File: config.mk
export PLATFORM = sky130hd
export DESIGN_NAME = clipped_rectangle_fill_flat
export DESIGN_NICKNAME = d
export VERILOG_FILES = /design/src/crf_pkg.sv /design/src/crf_if.sv /design/src/crf_cfg.sv /design/src/crf_clip.sv /design/src/crf_walker.sv /design/src/crf_out.sv /design/src/clipped_rectangle_fill.sv /design/src/flat_wrapper.sv
export SDC_FILE = /design/constraint.sdc
export NUM_CORES = 1
export LEC_CHECK = 0
export BUFFER_PORTS_ARGS = -buffer_cell sky130_fd_sc_hd__buf_2
export CELL_PAD_IN_SITES_DETAIL_PLACEMENT = 0
export CELL_PAD_IN_SITES_GLOBAL_PLACEMENT = 2
export CORE_MARGIN = 3
export CORE_UTILIZATION = 43
export DETAILED_ROUTE_END_ITERATION = 7
export GPL_TIMING_DRIVEN = 0
export MAX_ROUTING_LAYER = met4
export PLACE_DENSITY = 0.92
export SLEW_MARGIN = 20
export SYNTH_ARGS = -nofsm -noshare
export SYNTH_HDL_FRONTEND = slang
export SYNTH_SLANG_ARGS = --single-unit
File: constraint.sdc
create_clock -name clk -period 22.3 [get_ports clk]
set_input_delay 1.115 -clock clk [delete_from_list [all_inputs] [get_ports clk]]
set_output_delay 1.115 -clock clk [all_outputs]
set_load 0.01 [all_outputs]
File: src/crf_pkg.sv
`timescale 1ns / 1ps
// ----------------------------------------------------------------------------
// crf_pkg
// Shared types, widths and constants of the clipped rectangle fill engine.
// ----------------------------------------------------------------------------
package crf_pkg;

    // Field widths.
    localparam int unsigned COORD_W  = 16;
    localparam int unsigned COLOR_W  = 32;
    localparam int unsigned DIM_W    = 12;
    localparam int unsigned STRIDE_W = 13;
    localparam int unsigned PIX_W    = 11;
    localparam int unsigned INDEX_W  = 23;
    localparam int unsigned CFG_IDX_W = 3;
    localparam int unsigned CFG_DATA_W = 13;

    // Largest screen the engine addresses.
    localparam logic [DIM_W-1:0] MAX_WIDTH  = 12'd2048;
    localparam logic [DIM_W-1:0] MAX_HEIGHT = 12'd2048;

    // Values after reset.
    localparam logic [DIM_W-1:0]    RST_DISP_WIDTH  = 12'd1920;
    localparam logic [DIM_W-1:0]    RST_DISP_HEIGHT = 12'd1200;
    localparam logic [STRIDE_W-1:0] RST_ROW_STRIDE  = 13'd1920;

    // Command codes.
    localparam logic OP_START = 1'b0;
    localparam logic OP_STEP  = 1'b1;

    // Configuration register indexes.
    localparam logic [CFG_IDX_W-1:0] CFG_DISP_WIDTH  = 3'd0;
    localparam logic [CFG_IDX_W-1:0] CFG_DISP_HEIGHT = 3'd1;
    localparam logic [CFG_IDX_W-1:0] CFG_ROW_STRIDE  = 3'd2;
    localparam logic [CFG_IDX_W-1:0] CFG_CLIP_LEFT   = 3'd3;
    localparam logic [CFG_IDX_W-1:0] CFG_CLIP_TOP    = 3'd4;
    localparam logic [CFG_IDX_W-1:0] CFG_CLIP_XEND   = 3'd5;
    localparam logic [CFG_IDX_W-1:0] CFG_CLIP_YEND   = 3'd6;

    // Configuration register file contents.
    typedef struct packed {
        logic [DIM_W-1:0]    disp_width;
        logic [DIM_W-1:0]    disp_height;
        logic [STRIDE_W-1:0] row_stride;
        logic [DIM_W-1:0]    clip_left;
        logic [DIM_W-1:0]    clip_top;
        logic [DIM_W-1:0]    clip_xend;
        logic [DIM_W-1:0]    clip_yend;
    } crf_cfg_t;

    // One command transaction.
    typedef struct packed {
        logic               opcode;
        logic [COORD_W-1:0] rect_x;
        logic [COORD_W-1:0] rect_y;
        logic [COORD_W-1:0] rect_width;
        logic [COORD_W-1:0] rect_height;
        logic [COLOR_W-1:0] fill_color;
    } crf_cmd_t;

    // Clipped rectangle handed from the clip unit to the walker.
    typedef struct packed {
        logic               ok;
        logic [PIX_W-1:0]   left;
        logic [PIX_W-1:0]   top;
        logic [DIM_W-1:0]   right;
        logic [DIM_W-1:0]   bottom;
        logic [INDEX_W-1:0] row_base;
    } crf_span_t;

    // One pixel write.
    typedef struct packed {
        logic [INDEX_W-1:0] pixel_index;
        logic [PIX_W-1:0]   pixel_x;
        logic [PIX_W-1:0]   pixel_y;
        logic [COLOR_W-1:0] pixel_value;
        logic               last_pixel;
    } crf_pixel_t;

    // Walker status seen by the top level.
    typedef struct packed {
        logic busy;
        logic emit;
        logic last;
    } crf_walk_status_t;

endpackage

File: src/crf_if.sv
`timescale 1ns / 1ps
// ----------------------------------------------------------------------------
// crf_cmd_if / crf_pixel_if
// Valid/ready channels for fill commands and pixel writes.
// ----------------------------------------------------------------------------
interface crf_cmd_if;
    logic                        valid;
    logic                        ready;
    logic                        opcode;
    logic [crf_pkg::COORD_W-1:0] rect_x;
    logic [crf_pkg::COORD_W-1:0] rect_y;
    logic [crf_pkg::COORD_W-1:0] rect_width;
    logic [crf_pkg::COORD_W-1:0] rect_height;
    logic [crf_pkg::COLOR_W-1:0] fill_color;

    modport source (
        output valid, opcode, rect_x, rect_y, rect_width, rect_height, fill_color,
        input  ready
    );
    modport sink (
        input  valid, opcode, rect_x, rect_y, rect_width, rect_height, fill_color,
        output ready
    );
endinterface

interface crf_pixel_if;
    logic                        valid;
    logic                        ready;
    logic [crf_pkg::INDEX_W-1:0] pixel_index;
    logic [crf_pkg::PIX_W-1:0]   pixel_x;
    logic [crf_pkg::PIX_W-1:0]   pixel_y;
    logic [crf_pkg::COLOR_W-1:0] pixel_value;
    logic                        last_pixel;

    modport source (
        output valid, pixel_index, pixel_x, pixel_y, pixel_value, last_pixel,
        input  ready
    );
    modport sink (
        input  valid, pixel_index, pixel_x, pixel_y, pixel_value, last_pixel,
        output ready
    );
endinterface

File: src/crf_cfg.sv
`timescale 1ns / 1ps
// ----------------------------------------------------------------------------
// crf_cfg
// Configuration register file: screen size, row stride and clip window.
// ----------------------------------------------------------------------------
module crf_cfg (
    input  logic                           clk,
    input  logic                           rst_n,
    input  logic                           cfg_wr_en,
    input  logic [crf_pkg::CFG_IDX_W-1:0]  cfg_index,
    input  logic [crf_pkg::CFG_DATA_W-1:0] cfg_wdata,
    output crf_pkg::crf_cfg_t              cfg
);

    crf_pkg::crf_cfg_t cfg_reg;
    crf_pkg::crf_cfg_t cfg_next;

    // Decode the write; indexes past the list are ignored.
    always_comb
    begin
        cfg_next = cfg_reg;
        if (cfg_wr_en)
        begin
            case (cfg_index)
                crf_pkg::CFG_DISP_WIDTH:
                    cfg_next.disp_width = cfg_wdata[crf_pkg::DIM_W-1:0];
                crf_pkg::CFG_DISP_HEIGHT:
                    cfg_next.disp_height = cfg_wdata[crf_pkg::DIM_W-1:0];
                crf_pkg::CFG_ROW_STRIDE:
                    cfg_next.row_stride = cfg_wdata;
                crf_pkg::CFG_CLIP_LEFT:
                    cfg_next.clip_left = cfg_wdata[crf_pkg::DIM_W-1:0];
                crf_pkg::CFG_CLIP_TOP:
                    cfg_next.clip_top = cfg_wdata[crf_pkg::DIM_W-1:0];
                crf_pkg::CFG_CLIP_XEND:
                    cfg_next.clip_xend = cfg_wdata[crf_pkg::DIM_W-1:0];
                crf_pkg::CFG_CLIP_YEND:
                    cfg_next.clip_yend = cfg_wdata[crf_pkg::DIM_W-1:0];
                default:
                    cfg_next = cfg_reg;
            endcase
        end
    end

    // Registers with their reset values.
    always_ff @(posedge clk or negedge rst_n)
    begin
        if (!rst_n)
        begin
            cfg_reg.disp_width  <= crf_pkg::RST_DISP_WIDTH;
            cfg_reg.disp_height <= crf_pkg::RST_DISP_HEIGHT;
            cfg_reg.row_stride  <= crf_pkg::RST_ROW_STRIDE;
            cfg_reg.clip_left   <= '0;
            cfg_reg.clip_top    <= '0;
            cfg_reg.clip_xend   <= crf_pkg::RST_DISP_WIDTH;
            cfg_reg.clip_yend   <= crf_pkg::RST_DISP_HEIGHT;
        end
        else
        begin
            cfg_reg <= cfg_next;
        end
    end

    assign cfg = cfg_reg;

endmodule

File: src/crf_clip.sv
`timescale 1ns / 1ps
// ----------------------------------------------------------------------------
// crf_clip
// Clips a requested rectangle against the screen and the clip window and
// computes the buffer index of its first row.
// ----------------------------------------------------------------------------
module crf_clip (
    input  crf_pkg::crf_cmd_t  cmd,
    input  crf_pkg::crf_cfg_t  cfg,
    output crf_pkg::crf_span_t span
);

    logic [crf_pkg::DIM_W-1:0]     sw;
    logic [crf_pkg::DIM_W-1:0]     sh;
    logic [crf_pkg::COORD_W:0]     x_end;
    logic [crf_pkg::COORD_W:0]     y_end;
    logic [crf_pkg::DIM_W-1:0]     right_scr;
    logic [crf_pkg::DIM_W-1:0]     bottom_scr;
    logic [crf_pkg::DIM_W-1:0]     right_clip;
    logic [crf_pkg::DIM_W-1:0]     bottom_clip;
    logic [crf_pkg::COORD_W-1:0]   left_full;
    logic [crf_pkg::COORD_W-1:0]   top_full;
    logic                          visible;
    logic [crf_pkg::PIX_W+crf_pkg::STRIDE_W-1:0] base_prod;

    // Screen size saturated to the largest supported screen.
    assign sw = (cfg.disp_width  > crf_pkg::MAX_WIDTH)  ? crf_pkg::MAX_WIDTH
                                                         : cfg.disp_width;
    assign sh = (cfg.disp_height > crf_pkg::MAX_HEIGHT) ? crf_pkg::MAX_HEIGHT
                                                         : cfg.disp_height;

    // Far edges, clipped first to the screen and then to the window.
    assign x_end = {1'b0, cmd.rect_x} + {1'b0, cmd.rect_width};
    assign y_end = {1'b0, cmd.rect_y} + {1'b0, cmd.rect_height};
    assign right_scr  = (x_end < {5'b0, sw}) ? x_end[crf_pkg::DIM_W-1:0] : sw;
    assign bottom_scr = (y_end < {5'b0, sh}) ? y_end[crf_pkg::DIM_W-1:0] : sh;
    assign right_clip  = (cfg.clip_xend < right_scr)  ? cfg.clip_xend : right_scr;
    assign bottom_clip = (cfg.clip_yend < bottom_scr) ? cfg.clip_yend : bottom_scr;

    // Near edges pushed in by the window.
    assign left_full = (cmd.rect_x > {4'b0, cfg.clip_left}) ? cmd.rect_x
                                                             : {4'b0, cfg.clip_left};
    assign top_full  = (cmd.rect_y > {4'b0, cfg.clip_top})  ? cmd.rect_y
                                                             : {4'b0, cfg.clip_top};

    // Empty, off-screen or fully clipped rectangles are dropped.
    assign visible = (cmd.rect_width != '0) && (cmd.rect_height != '0)
                  && (cmd.rect_x < {4'b0, sw}) && (cmd.rect_y < {4'b0, sh})
                  && ({4'b0, right_clip} > left_full)
                  && ({4'b0, bottom_clip} > top_full);

    // Buffer index of the first row, modulo the index width.
    assign base_prod = top_full[crf_pkg::PIX_W-1:0] * cfg.row_stride;

    assign span.ok       = visible;
    assign span.left     = left_full[crf_pkg::PIX_W-1:0];
    assign span.top      = top_full[crf_pkg::PIX_W-1:0];
    assign span.right    = right_clip;
    assign span.bottom   = bottom_clip;
    assign span.row_base = base_prod[crf_pkg::INDEX_W-1:0];

endmodule

File: src/crf_walker.sv
`timescale 1ns / 1ps
// ----------------------------------------------------------------------------
// crf_walker
// Holds the armed rectangle and walks it in raster order, one pixel for
// each accepted step transaction.
// ----------------------------------------------------------------------------
module crf_walker (
    input  logic                              clk,
    input  logic                              rst_n,
    input  logic                              accept,
    input  logic                              opcode,
    input  logic [crf_pkg::COLOR_W-1:0]       fill_color,
    input  logic [crf_pkg::STRIDE_W-1:0]      row_stride,
    input  crf_pkg::crf_span_t                span,
    output crf_pkg::crf_pixel_t               pixel,
    output crf_pkg::crf_walk_status_t         status
);

    logic                        busy_reg,     busy_next;
    logic [crf_pkg::PIX_W-1:0]   cur_col_reg,  cur_col_next;
    logic [crf_pkg::PIX_W-1:0]   cur_row_reg,  cur_row_next;
    logic [crf_pkg::PIX_W-1:0]   span_left_reg, span_left_next;
    logic [crf_pkg::DIM_W-1:0]   end_col_reg,  end_col_next;
    logic [crf_pkg::DIM_W-1:0]   end_row_reg,  end_row_next;
    logic [crf_pkg::INDEX_W-1:0] row_base_reg, row_base_next;
    logic [crf_pkg::COLOR_W-1:0] color_reg,    color_next;
    logic                        emit;
    logic                        row_done;
    logic                        last;

    // End of row and end of rectangle for the current pixel.
    assign row_done = ({1'b0, cur_col_reg} + 12'd1) >= end_col_reg;
    assign last     = row_done && (({1'b0, cur_row_reg} + 12'd1) >= end_row_reg);
    assign emit     = accept && (opcode == crf_pkg::OP_STEP) && busy_reg;

    // Pixel at the current position.
    assign pixel.pixel_index = row_base_reg + {12'b0, cur_col_reg};
    assign pixel.pixel_x     = cur_col_reg;
    assign pixel.pixel_y     = cur_row_reg;
    assign pixel.pixel_value = color_reg;
    assign pixel.last_pixel  = last;

    // A start arms or cancels; a step advances the position.
    always_comb
    begin
        busy_next      = busy_reg;
        cur_col_next   = cur_col_reg;
        cur_row_next   = cur_row_reg;
        span_left_next = span_left_reg;
        end_col_next   = end_col_reg;
        end_row_next   = end_row_reg;
        row_base_next  = row_base_reg;
        color_next     = color_reg;
        if (accept && (opcode == crf_pkg::OP_START))
        begin
            busy_next = span.ok;
            if (span.ok)
            begin
                cur_col_next   = span.left;
                cur_row_next   = span.top;
                span_left_next = span.left;
                end_col_next   = span.right;
                end_row_next   = span.bottom;
                row_base_next  = span.row_base;
                color_next     = fill_color;
            end
        end
        else if (emit)
        begin
            if (last)
            begin
                busy_next = 1'b0;
            end
            else if (row_done)
            begin
                cur_col_next  = span_left_reg;
                cur_row_next  = cur_row_reg + 11'd1;
                row_base_next = row_base_reg + {10'b0, row_stride};
            end
            else
            begin
                cur_col_next = cur_col_reg + 11'd1;
            end
        end
    end

    // Control state.
    always_ff @(posedge clk or negedge rst_n)
    begin
        if (!rst_n)
        begin
            busy_reg <= 1'b0;
        end
        else
        begin
            busy_reg <= busy_next;
        end
    end

    // Rectangle and position; only meaningful while busy.
    always_ff @(posedge clk)
    begin
        cur_col_reg   <= cur_col_next;
        cur_row_reg   <= cur_row_next;
        span_left_reg <= span_left_next;
        end_col_reg   <= end_col_next;
        end_row_reg   <= end_row_next;
        row_base_reg  <= row_base_next;
        color_reg     <= color_next;
    end

    assign status.busy = busy_reg;
    assign status.emit = emit;
    assign status.last = last;

endmodule

File: src/crf_out.sv
`timescale 1ns / 1ps
// ----------------------------------------------------------------------------
// crf_out
// Output register for pixel writes; a new pixel may load in the same cycle
// the held one leaves.
// ----------------------------------------------------------------------------
module crf_out (
    input  logic                 clk,
    input  logic                 rst_n,
    input  logic                 load,
    input  crf_pkg::crf_pixel_t  pixel_in,
    output logic                 free,
    crf_pixel_if.source          pixel
);

    logic                valid_reg, valid_next;
    crf_pkg::crf_pixel_t data_reg,  data_next;

    // The slot is free when empty or when its transaction completes now.
    assign free = !valid_reg || pixel.ready;

    always_comb
    begin
        valid_next = valid_reg;
        data_next  = data_reg;
        if (free)
        begin
            valid_next = load;
            if (load)
            begin
                data_next = pixel_in;
            end
        end
    end

    always_ff @(posedge clk or negedge rst_n)
    begin
        if (!rst_n)
        begin
            valid_reg <= 1'b0;
        end
        else
        begin
            valid_reg <= valid_next;
        end
    end

    always_ff @(posedge clk)
    begin
        data_reg <= data_next;
    end

    assign pixel.valid       = valid_reg;
    assign pixel.pixel_index = data_reg.pixel_index;
    assign pixel.pixel_x     = data_reg.pixel_x;
    assign pixel.pixel_y     = data_reg.pixel_y;
    assign pixel.pixel_value = data_reg.pixel_value;
    assign pixel.last_pixel  = data_reg.last_pixel;

endmodule

File: src/clipped_rectangle_fill.sv
`timescale 1ns / 1ps
// ----------------------------------------------------------------------------
// clipped_rectangle_fill
// Rectangle fill engine with screen and clip-window clipping.
// ----------------------------------------------------------------------------
// A start command (opcode 0) clips the requested rectangle against the screen
// and the clip window and arms the engine; an empty result cancels any fill in
// progress. Each step command (opcode 1) then yields one pixel write in raster
// order, with last_pixel set on the final one; a step while idle yields
// nothing. The engine takes one command per clock: a step's pixel appears in
// the output register on the next clock, and commands keep flowing as long as
// that register drains. The start path holds the clip compares and an 11 by 13
// bit multiply for the first row's buffer index. Configuration must be written
// only while no fill is pending; the engine itself does not enforce this.
module clipped_rectangle_fill (
    input  logic                           clk,
    input  logic                           rst_n,
    input  logic                           cfg_wr_en,
    input  logic [crf_pkg::CFG_IDX_W-1:0]  cfg_index,
    input  logic [crf_pkg::CFG_DATA_W-1:0] cfg_wdata,
    crf_cmd_if.sink                        cmd,
    crf_pixel_if.source                    pixel
);

    crf_pkg::crf_cfg_t         cfg;
    crf_pkg::crf_cmd_t         cmd_word;
    crf_pkg::crf_span_t        span;
    crf_pkg::crf_pixel_t       walk_pixel;
    crf_pkg::crf_walk_status_t status;
    logic                      slot_free;
    logic                      accept;

    // Commands are taken whenever the output slot can take a pixel.
    assign cmd.ready = slot_free;
    assign accept    = cmd.valid && slot_free;

    assign cmd_word.opcode      = cmd.opcode;
    assign cmd_word.rect_x      = cmd.rect_x;
    assign cmd_word.rect_y      = cmd.rect_y;
    assign cmd_word.rect_width  = cmd.rect_width;
    assign cmd_word.rect_height = cmd.rect_height;
    assign cmd_word.fill_color  = cmd.fill_color;

    // Configuration registers.
    crf_cfg u_cfg (
        .clk       (clk),
        .rst_n     (rst_n),
        .cfg_wr_en (cfg_wr_en),
        .cfg_index (cfg_index),
        .cfg_wdata (cfg_wdata),
        .cfg       (cfg)
    );

    // Clipping of start commands.
    crf_clip u_clip (
        .cmd  (cmd_word),
        .cfg  (cfg),
        .span (span)
    );

    // Raster walk.
    crf_walker u_walker (
        .clk        (clk),
        .rst_n      (rst_n),
        .accept     (accept),
        .opcode     (cmd_word.opcode),
        .fill_color (cmd_word.fill_color),
        .row_stride (cfg.row_stride),
        .span       (span),
        .pixel      (walk_pixel),
        .status     (status)
    );

    // Output register.
    crf_out u_out (
        .clk      (clk),
        .rst_n    (rst_n),
        .load     (status.emit),
        .pixel_in (walk_pixel),
        .free     (slot_free),
        .pixel    (pixel)
    );

`ifndef SYNTH
    // A start whose rectangle clips to nothing leaves the engine idle.
    a_empty_start_idles: assert property (@(posedge clk) disable iff (!rst_n)
        (accept && (cmd.opcode == crf_pkg::OP_START) && !span.ok) |=> !status.busy)
        else $error("empty start did not leave the engine idle");

    // The final pixel of a rectangle ends the fill.
    a_last_ends_fill: assert property (@(posedge clk) disable iff (!rst_n)
        (status.emit && status.last) |=> !status.busy)
        else $error("engine stayed busy after the last pixel");

    // A new pixel appears only after an accepted step transaction.
    a_pixel_from_step: assert property (@(posedge clk) disable iff (!rst_n)
        $rose(pixel.valid) |-> $past(accept && (cmd.opcode == crf_pkg::OP_STEP)))
        else $error("pixel produced without a step transaction");
`endif

endmodule
File: src/flat_wrapper.sv
// flat-port wrapper written by rule: the top's interface ports become plain ports
module clipped_rectangle_fill_flat 
  (clk, rst_n, cfg_wr_en, cfg_index, cfg_wdata, cmd_valid, cmd_opcode, cmd_rect_x, cmd_rect_y, cmd_rect_width, cmd_rect_height, cmd_fill_color, cmd_ready, pixel_valid, pixel_pixel_index, pixel_pixel_x, pixel_pixel_y, pixel_pixel_value, pixel_last_pixel, pixel_ready);
  crf_cmd_if cmd_i ();
  crf_pixel_if pixel_i ();
  input  logic clk;
  input  logic rst_n;
  input  logic cfg_wr_en;
  input  logic [crf_pkg::CFG_IDX_W-1:0] cfg_index;
  input  logic [crf_pkg::CFG_DATA_W-1:0] cfg_wdata;
  input wire logic [$bits(cmd_i.valid)-1:0] cmd_valid;
  input wire logic [$bits(cmd_i.opcode)-1:0] cmd_opcode;
  input wire logic [$bits(cmd_i.rect_x)-1:0] cmd_rect_x;
  input wire logic [$bits(cmd_i.rect_y)-1:0] cmd_rect_y;
  input wire logic [$bits(cmd_i.rect_width)-1:0] cmd_rect_width;
  input wire logic [$bits(cmd_i.rect_height)-1:0] cmd_rect_height;
  input wire logic [$bits(cmd_i.fill_color)-1:0] cmd_fill_color;
  output wire logic [$bits(cmd_i.ready)-1:0] cmd_ready;
  output wire logic [$bits(pixel_i.valid)-1:0] pixel_valid;
  output wire logic [$bits(pixel_i.pixel_index)-1:0] pixel_pixel_index;
  output wire logic [$bits(pixel_i.pixel_x)-1:0] pixel_pixel_x;
  output wire logic [$bits(pixel_i.pixel_y)-1:0] pixel_pixel_y;
  output wire logic [$bits(pixel_i.pixel_value)-1:0] pixel_pixel_value;
  output wire logic [$bits(pixel_i.last_pixel)-1:0] pixel_last_pixel;
  input wire logic [$bits(pixel_i.ready)-1:0] pixel_ready;
  assign cmd_i.valid = cmd_valid;
  assign cmd_i.opcode = cmd_opcode;
  assign cmd_i.rect_x = cmd_rect_x;
  assign cmd_i.rect_y = cmd_rect_y;
  assign cmd_i.rect_width = cmd_rect_width;
  assign cmd_i.rect_height = cmd_rect_height;
  assign cmd_i.fill_color = cmd_fill_color;
  assign cmd_ready = cmd_i.ready;
  assign pixel_valid = pixel_i.valid;
  assign pixel_pixel_index = pixel_i.pixel_index;
  assign pixel_pixel_x = pixel_i.pixel_x;
  assign pixel_pixel_y = pixel_i.pixel_y;
  assign pixel_pixel_value = pixel_i.pixel_value;
  assign pixel_last_pixel = pixel_i.last_pixel;
  assign pixel_i.ready = pixel_ready;
  clipped_rectangle_fill u_core (.clk(clk), .rst_n(rst_n), .cfg_wr_en(cfg_wr_en), .cfg_index(cfg_index), .cfg_wdata(cfg_wdata), .cmd(cmd_i), .pixel(pixel_i));
endmodule
==> out/qor.csv <==
metric,value,unit
cts_resized,0,
drcViolationCount,0,
async_flop_share,31.4,%
grt_antenna_before_repair,1,
setup_tns,0,ns
nFillCells,4430,
tritoncts,yes,
largest_register_ff_count,85,
clk_pin_slew,0.06,ns
finClkSkew,0.0487,ns
cts_inserted_buffers,30,
min_period,10.46,ns
die_h,228,um
place_congestion,0.901,
grt_overflow,0,
num_rows,80,
grt_pass1_vias,15900,
synth_cell_types,67,
ioPinCount,198,
fin_ws,11.84,ns
via_per_inst,5.35,
crit_top_cell,o21a_1,
multi_input_area,12300,sq um
die-area,52100,sq um
drt-wirelength-per-cell,19.0,um
dr_total_vias,15600,
drive_above_1_share,16.2,%
cpLargestDelayFamily,compound AO/OA/AOI/OAI gates,
first_pass_iters,5,
setup_violations,0,
die_w,228,um
synth-seq-area-share,37.2,%
grt_use_total,21.7,%
p_per_area,116,nW/um^2
cellLeakagePower,10.9,nW
drt_wl_total,55.4,mm
n_antenna_cell,0,
avgSynthCellArea,10.6,sq um
tightestPinTransition,1.19,ns
max_freq,0.0956,GHz
core,48200,sq um
slowest_stage,a2111oi_0,
max_stage_delay,0.59,ns
synth_cells,1999,
period_share,46.9,%
start_util,44.1,%
hold_violations,0,
max_cap_viol_count,0,
final-seq-area,7910,sq um
peakVddDrop,0.163,mV
cts_setup_buffers,0,
critPathBufInv,5,
maxSlewHeadroom,20.1,%
status,finished clean,
port_buffers,197,
clk_path_buf_depth,3,
post-dp-hpwl,44.7,mm
synthFlopType,edfxtp_1,
start_kind,primary input,
hold_class,primary input to async pin,
cp.arrival,10.77,ns
end_kind,register,
cts_num_sinks,277,
synth_edf_count,190,
post-route-util,50.0,%
grt_max_degree,76,
crit_type,primary input to register,
nNetsFinal,2707,
final_antenna_net_count,0,
rsz0062_at_grt,false,
slew_violations,0,
required,22.61,ns
ys_ff_latch,277,
drtIter0Drc,792,
area_growth,13.5,%
syn_area,21300,sq um
clockRootBuffer,clkbuf_16,
ctsHoldBuffers,0,
synthesis.nets,2473,
cts_max_level,1,
grt_pass1_wl,87.9,mm
place_ws,11.32,ns
path_max_fanout,19,
synth_warnings,0,
clock_latency,0.60,ns
## final timing paths
check	startpoint	endpoint	slack [ns]	cells past startpoint
min in group clk	u_core.u_walker.color_reg[26]	u_core.u_out.pixel.pixel_value[26]	0.39	0
worst max-delay path	cmd_rect_x[0]	u_core.u_walker.row_base_reg[12]	11.84	40
worst min-delay path	rst_n	u_core.u_cfg.cfg[74]	0.33	1
max in group asynchronous	rst_n	u_core.u_cfg.cfg[55]	21.26	2
worst max register to register	u_core.u_cfg.cfg[84]	u_core.u_walker.row_base_reg[12]	13.14	35
worst min register to register	u_core.u_walker.color_reg[26]	u_core.u_out.pixel.pixel_value[26]	0.39	0
## stage by stage
| step | hold WS, ns | cells | power (mW) | cell area [sq um] |
|---|---|---|---|---|
| 6_report | 0.329 | 2912 | 2.80 | 24100 |
| 5_1_grt | 0.310 | 2912 | 3.09 | 24100 |
| 4_1_cts | 0.299 | 2911 | 2.81 | 24100 |
| 3_5_place_dp | 0.405 | 2856 | 2.32 | 23200 |
| 3_3_place_gp | 0.401 | 2852 | 2.29 | 23100 |
| 2_1_floorplan | 0.400 | 1999 | 1.92 | 21300 |
## final cells by class
| cell class | instances | area share [%] |
|---|---|---|
| clock inverter | 11 | 0.363 |
| inverter | 226 | 3.54 |
| clock buffer | 44 | 3.49 |
| sequential | 277 | 32.8 |
| timing repair buffer | 202 | 4.60 |
| multi-input combinational | 1440 | 50.9 |
| buffer | 56 | 0.912 |
| tap | 656 | 3.40 |
## synthesized netlist by cell type (all sizes together) (14+ instances only)
cell type	instances	share of area, %
clkbuf	47	0.83
nor2	81	1.4
nand2	171	3.0
a21o	48	1.7
xor2	30	1.2
ha	255	15
fa	101	9.5
nand4	27	0.79
nand3	38	0.89
and3	16	0.47
mux2i	69	3.2
a211oi	16	0.56
o21ai	78	1.8
edfxtp	190	27
dfrtp	67	7.9
mux2	84	4.5
o21a	21	0.74
nand2b	20	0.59
nor4	14	0.41
nor3	18	0.42
a31oi	29	0.85
and2	23	0.68
dfstp	20	2.5
nor2b	60	1.8
a21oi	93	2.2
inv	224	4.0
xnor2	66	2.7
## logic make-up (layout without fill, tap and decap cells)
| kind of cell | Yosys count | after routing | synth area share (%) |
|---|---|---|---|
| flops | 277 | 277 | 37.2 |
| xor+xnor | 96 | 96 | 3.95 |
| fa+ha+maj | 356 | 356 | 24.5 |
| compound gates | 341 | 341 | 10.2 |
| simple gates | 494 | 494 | 11.4 |
| mux | 153 | 153 | 7.72 |
| buf+inv | 282 | 539 | 5.03 |
## power breakdown
part | switching, mW | total [mW] | internal [mW] | leakage, nW
registers | 0.0375 | 0.648 | 0.611 | 2.73
clock network | 0.207 | 0.469 | 0.263 | 0.453
logic | 0.951 | 1.68 | 0.731 | 7.71
total | 1.20 | 2.80 | 1.60 | 10.9
## cell usage in the layout, fill, tap and decap left out, types with 5 or more instances in the layout
cell type,Yosys,layout
fa_1,101,101
xnor2_1,66,66
a211oi_1,16,16
a21oi_1,93,93
ha_1,255,255
buf_2,2,198
nand2_1,171,171
mux2i_1,69,69
xor2_1,30,30
nor3_1,18,18
dfrtp_1,67,67
and2_1,23,23
o21ai_0,78,77
a21o_1,48,48
o21bai_1,8,8
clkinv_2,0,5
clkbuf_1,47,57
nor2b_1,60,60
o21a_1,21,21
nand4_1,27,27
mux2_2,82,82
nand2b_1,20,20
nor2_1,81,81
or2_2,6,6
dfstp_2,20,20
inv_1,224,222
o211ai_1,9,9
a31oi_1,29,29
nand3_1,38,38
and3_1,16,16
clkbuf_16,0,30
edfxtp_1,190,190
buf_1,6,6
nor3b_1,5,5
nor4_1,14,14
## worst register-to-register path: cells and delay by family, from the launching register on
| family | cells | cell delay (ns) |
|---|---|---|
| flops | 1 | 0.45 |
| mux | 1 | 0.27 |
| buf+inv | 6 | 1.88 |
| compound gates | 20 | 4.66 |
| simple gates | 5 | 0.66 |
| fa+ha+maj | 3 | 0.94 |
## metal layers
layer	wire, um	up-vias	global-route usage (%)
met4	1840	0	6.79
met5	0	-	-
li1	-	7530	-
met3	2720	93	2.49
met1	26700	7546	30.6
met2	24200	411	32.9
Power figures use the tool's default switching activity.
